**config.mk**
```make
export PLATFORM = sky130hd
export DESIGN_NAME = mfr_ctrl
export DESIGN_NICKNAME = d
export VERILOG_FILES = /design/src/mfr_pkg.sv /design/src/mfr_ctrl.sv
export SDC_FILE = /design/constraint.sdc
export NUM_CORES = 1
export LEC_CHECK = 0
export BUFFER_PORTS_ARGS = -buffer_cell sky130_fd_sc_hd__clkbuf_2
export CORE_AREA = 2 2 39 41
export CTS_CLUSTER_SIZE = 20
export DETAILED_ROUTE_END_ITERATION = 7
export DIE_AREA = 0 0 41 43
export SYNTH_ARGS = -nofsm -noshare
export SYNTH_HDL_FRONTEND = slang
export SYNTH_SLANG_ARGS = --single-unit
```
**constraint.sdc**
```tcl
create_clock -name clk -period 3.3 [get_ports clk]
set_clock_uncertainty 0.15 [all_clocks]
set_input_delay 0.165 -clock clk [delete_from_list [all_inputs] [get_ports clk]]
set_output_delay 0.165 -clock clk [all_outputs]
set_load 0.01 [all_outputs]
```
**src/mfr_pkg.sv**
```systemverilog
`timescale 1ns / 1ps
// Shared constants, operation codes and controller/datapath interface types.
package mfr_pkg;

	localparam int DEF_SCREEN_WIDTH  = 256;
	localparam int DEF_SCREEN_HEIGHT = 128;

	localparam int COORD_W  = 12;
	localparam int COLOUR_W = 8;
	localparam int OP_W     = 2;
	localparam int BYTE_W   = 8;

	localparam logic [BYTE_W-1:0] BYTE_ALL = 8'hff;

	localparam logic [OP_W-1:0] OP_SET  = 2'd0;
	localparam logic [OP_W-1:0] OP_GET  = 2'd1;
	localparam logic [OP_W-1:0] OP_FILL = 2'd2;
	localparam logic [OP_W-1:0] OP_INV  = 2'd3;

	typedef struct packed {
		logic load;
		logic init;
		logic row;
		logic span;
		logic clear_step;
		logic out_load;
	} cmd_t;

	typedef struct packed {
		logic clear_last;
		logic empty;
		logic span_last;
		logic rows_done;
	} status_t;

endpackage

```
**src/mfr_ctrl.sv**
```systemverilog
`timescale 1ns / 1ps
// Sequencing state machine: clearing pass, row and byte-span walk, result handoff.
module mfr_ctrl (
	input  logic            clk,
	input  logic            arst_n,
	input  logic            in_valid,
	output logic            in_stall,
	output logic            out_valid,
	input  logic            out_stall,
	input  mfr_pkg::status_t status,
	output mfr_pkg::cmd_t   cmd
);

	import mfr_pkg::*;

	localparam logic [2:0] S_CLEAR  = 3'd0;
	localparam logic [2:0] S_IDLE   = 3'd1;
	localparam logic [2:0] S_INIT   = 3'd2;
	localparam logic [2:0] S_ROW    = 3'd3;
	localparam logic [2:0] S_SPAN   = 3'd4;
	localparam logic [2:0] S_DRAIN  = 3'd5;
	localparam logic [2:0] S_FINISH = 3'd6;

	logic [2:0] state_q, state_d;
	logic       out_valid_q;
	logic       slot_free;

	assign slot_free = !out_valid_q || !out_stall;

	always_comb begin
		state_d = state_q;
		cmd     = '0;
		unique case (state_q)
			S_CLEAR: begin
				cmd.clear_step = 1'b1;
				if (status.clear_last) begin
					state_d = S_IDLE;
				end
			end
			S_IDLE: begin
				if (in_valid) begin
					cmd.load = 1'b1;
					state_d  = S_INIT;
				end
			end
			S_INIT: begin
				cmd.init = 1'b1;
				state_d  = status.empty ? S_FINISH : S_ROW;
			end
			S_ROW: begin
				cmd.row = 1'b1;
				state_d = S_SPAN;
			end
			S_SPAN: begin
				cmd.span = 1'b1;
				if (status.span_last) begin
					state_d = status.rows_done ? S_DRAIN : S_ROW;
				end
			end
			S_DRAIN: begin
				state_d = S_FINISH;
			end
			S_FINISH: begin
				if (slot_free) begin
					cmd.out_load = 1'b1;
					state_d      = S_IDLE;
				end
			end
			default: begin
				state_d = S_IDLE;
			end
		endcase
	end

	always_ff @(posedge clk or negedge arst_n) begin
		if (!arst_n) begin
			state_q     <= S_CLEAR;
			out_valid_q <= 1'b0;
		end else begin
			state_q <= state_d;
			if (cmd.out_load) begin
				out_valid_q <= 1'b1;
			end else if (!out_stall) begin
				out_valid_q <= 1'b0;
			end
		end
	end

	assign in_stall  = (state_q != S_IDLE);
	assign out_valid = out_valid_q;

endmodule

```
==> flow_summary.toml <==
[timing]
fmax_ghz = 0.5642
tns_ns = 0
period_share_pct = 53.71
max_slew_margin_pct = 72.37
setup_viol = 0
fin_ws_ns = 1.528
worst_slew_pin_slew_ns = 0.4144
rsz0062_at_grt = "no"
hold_violations = 0
fin_crit_ns = 1.772
slew_violations = 0

[setup_path]
worstPathArrival_ns = 1.46
setup.worst_path.end_class = "primary output"
path_class = "flop to primary output"
cp-start-kind = "flop"
critPathRequiredTime_ns = 2.98
worst-path-max-fanout = 9

[routing]
antenna_left = 0
vias = 344
vias_per_cell = 4.526
wirelength_microns = 744
wl_per_cell_microns = 9.789
drc = 0
drtPass1Iterations = 3
drt_iter0_markers = 5

[synthesis]
yosysUniqueCellTypes = 20
yosys_warnings = 0
synth_fp_nets = 50
synth_cells = 42
synthesis.area_sq_um = 309.0
synth_area_per_cell_sq_um = 7.358
yosysSeqAreaShare_pct = 32.39
ys_ff_latch = 4

[place]
port_buffers = 15
place.gp.congestion = 0.7731
dp.final_hpwl_microns = 555.2
dp_slack_ns = 1.780
dp_cells = 70

[floorplanning]
initial_core_util_pct = 22.33
die-width_microns = 41
rows = 14
core_sq_mm = 0.001384
die-height_microns = 43
floorplan.die_area_sq_mm = 0.001763
io_pins = 16

[cells_and_area]
finalNonFillerCells = 76
area_delta_synth_final_pct = 40.89
drive_gt1_share_pct = 31.67
antenna_cells = 0
nets = 70

[grt]
grt_remaining_overflow = 0
grt_pass1_vias = 285
grt_use_total_pct = 10.38
grt_max_degree = 16
grt_antenna_before_repair = 0
grt_first_pass_wirelength_microns = 1145

[cts]
cts.sinks = 4
cts_buffers = 3
cts_resized = 0
clkTransAtPathRegs_ns = 0.04
tritoncts = "done"
clockRootBuffer = "clkbuf_4"
htreeDepth = 1
clk_latency_ns = 0.24
cts_buffer_depth = 2

[power]
vdd.ir_drop.worst_uv = 235.9
p_seq_share_pct = 35.6
clkPwrFrac_pct = 16.9
powerDensity_mw_per_mm2 = 860.4
internal_power_w = 0.0002035
p_comb_share_pct = 47.4
p_sw_w = 0.0001711
switching_share_pct = 45.68
leakagePower_nw = 0.2282

[hold_path]
min_path_type = "primary input to asynchronous set/reset pin"

[status]
outcome = "finished clean"

[run]
max-cap-violations = 0
-- final timing paths --
| kind | start | endpoint | slack (ns) | depth (start not counted) |
|---|---|---|---|---|
| min in group clk | status[2] | state_q[2]$_DFFE_PN0P_ | 0.14 | 3 |
| setup reg to reg | state_q[0]$_DFFE_PN0P_ | state_q[1]$_DFFE_PN0P_ | 1.89 | 4 |
| max in group asynchronous | arst_n | out_valid$_DFFE_PN0P_ | 2.77 | 2 |
| setup / recovery | state_q[0]$_DFFE_PN0P_ | cmd[5] | 1.53 | 4 |
| hold reg to reg | out_valid$_DFFE_PN0P_ | out_valid$_DFFE_PN0P_ | 0.37 | 2 |
| hold / removal | arst_n | state_q[2]$_DFFE_PN0P_ | 0.11 | 2 |
-- power by group through the flow --
| stage | clock, W | combinational (W) | sequential (W) |
|---|---|---|---|
| 3_3_place_gp | 0 | 0.000177 | 0.000131 |
| 2_1_floorplan | 0 | 0.000172 | 0.0000917 |
| 4_1_cts | 0.0000648 | 0.000181 | 0.000134 |
| 5_1_grt | 0.0000660 | 0.000199 | 0.000144 |
| 3_5_place_dp | 0 | 0.000177 | 0.000134 |
| 6_report | 0.0000635 | 0.000178 | 0.000133 |
-- cell families after synthesis --
group / share of synthesized area, %
buf+inv: 11.34
compound gates: 19.03
flops: 32.39
simple gates: 34.00
mux: 3.239
-- registers in the layout, summed over array words and instances (netlist names) --
register / flops
out_valid: 1
state_q: 3
-- metrics by stage --
| stage | cell area (sq um) | power [W] | hold slack, ns | util [%] |
|---|---|---|---|---|
| after CTS | 435.4 | 0.0003800 | 0.1108 | 31.46 |
| after detailed placement | 382.9 | 0.0003114 | -0.1730 | 27.67 |
| after floorplan | 309.0 | 0.0002636 | -0.2806 | - |
| after global placement | 382.9 | 0.0003075 | -0.1733 | 27.67 |
| after global routing | 435.4 | 0.0004088 | 0.1264 | 31.46 |
| final | 435.4 | 0.0003746 | 0.1110 | 31.46 |
-- critical path: stages (launching register included) --
cell      delay, ns
dfrtp_1        0.51
inv_4          0.06
or3_1          0.40
nor2_1         0.11
clkbuf_2       0.13
-- cells in the final DEF, fill, tap and decap left out, drive strengths merged --
master,n
nand3,1
o21ai,4
inv,3
nor3,1
clkbuf,18
nor2b,2
mux2i,1
nor3b,2
a21oi,3
and3,1
nand2,7
o211ai,2
dfrtp,4
a211o,1
and2b,1
nor2,4
dlygate4sd3,3
or3,2
-- layout make-up --
type	instances	area (sq um)
Multi-Input combinational cell	32	173.9
Timing Repair Buffer	18	105.1
Sequential cell	4	100.1
Clock buffer	3	22.52
Fill cell	160	948.4
Inverter	3	13.76
Tap cell	16	20.02
-- repair_timing --
item                                   CTS  global route
hold buffers                             3             0
buffers inserted                         0             0
endpoints found under the hold margin    6             0
-- cell usage after synthesis, drive strengths merged --
cell    count  area [sq um]
nor2b       2         12.51
nand2       7         26.28
nor3        1         5.000
and3        1         6.260
o21ai       4         20.02
a21oi       3         15.01
inv         3         13.77
a211o       1         8.760
nand3       1         5.000
dfrtp       4         100.1
o211ai      2         15.01
nor2        4         15.01
nor3b       2         15.01
mux2i       1         10.01
and2b       1         7.510
buf         3         21.27
or3         2         12.51
-- routing by layer --
layer  up-vias  global-route usage (%)  wire length [microns]
li1        178                       -                      -
met1       155                   13.03                    329
met2         9                   13.13                    374
met3         2                   1.571                     25
met4         0                   12.00                     14
met5         -                       0                      0
Note: power is estimated with default switching activity, not from simulation.
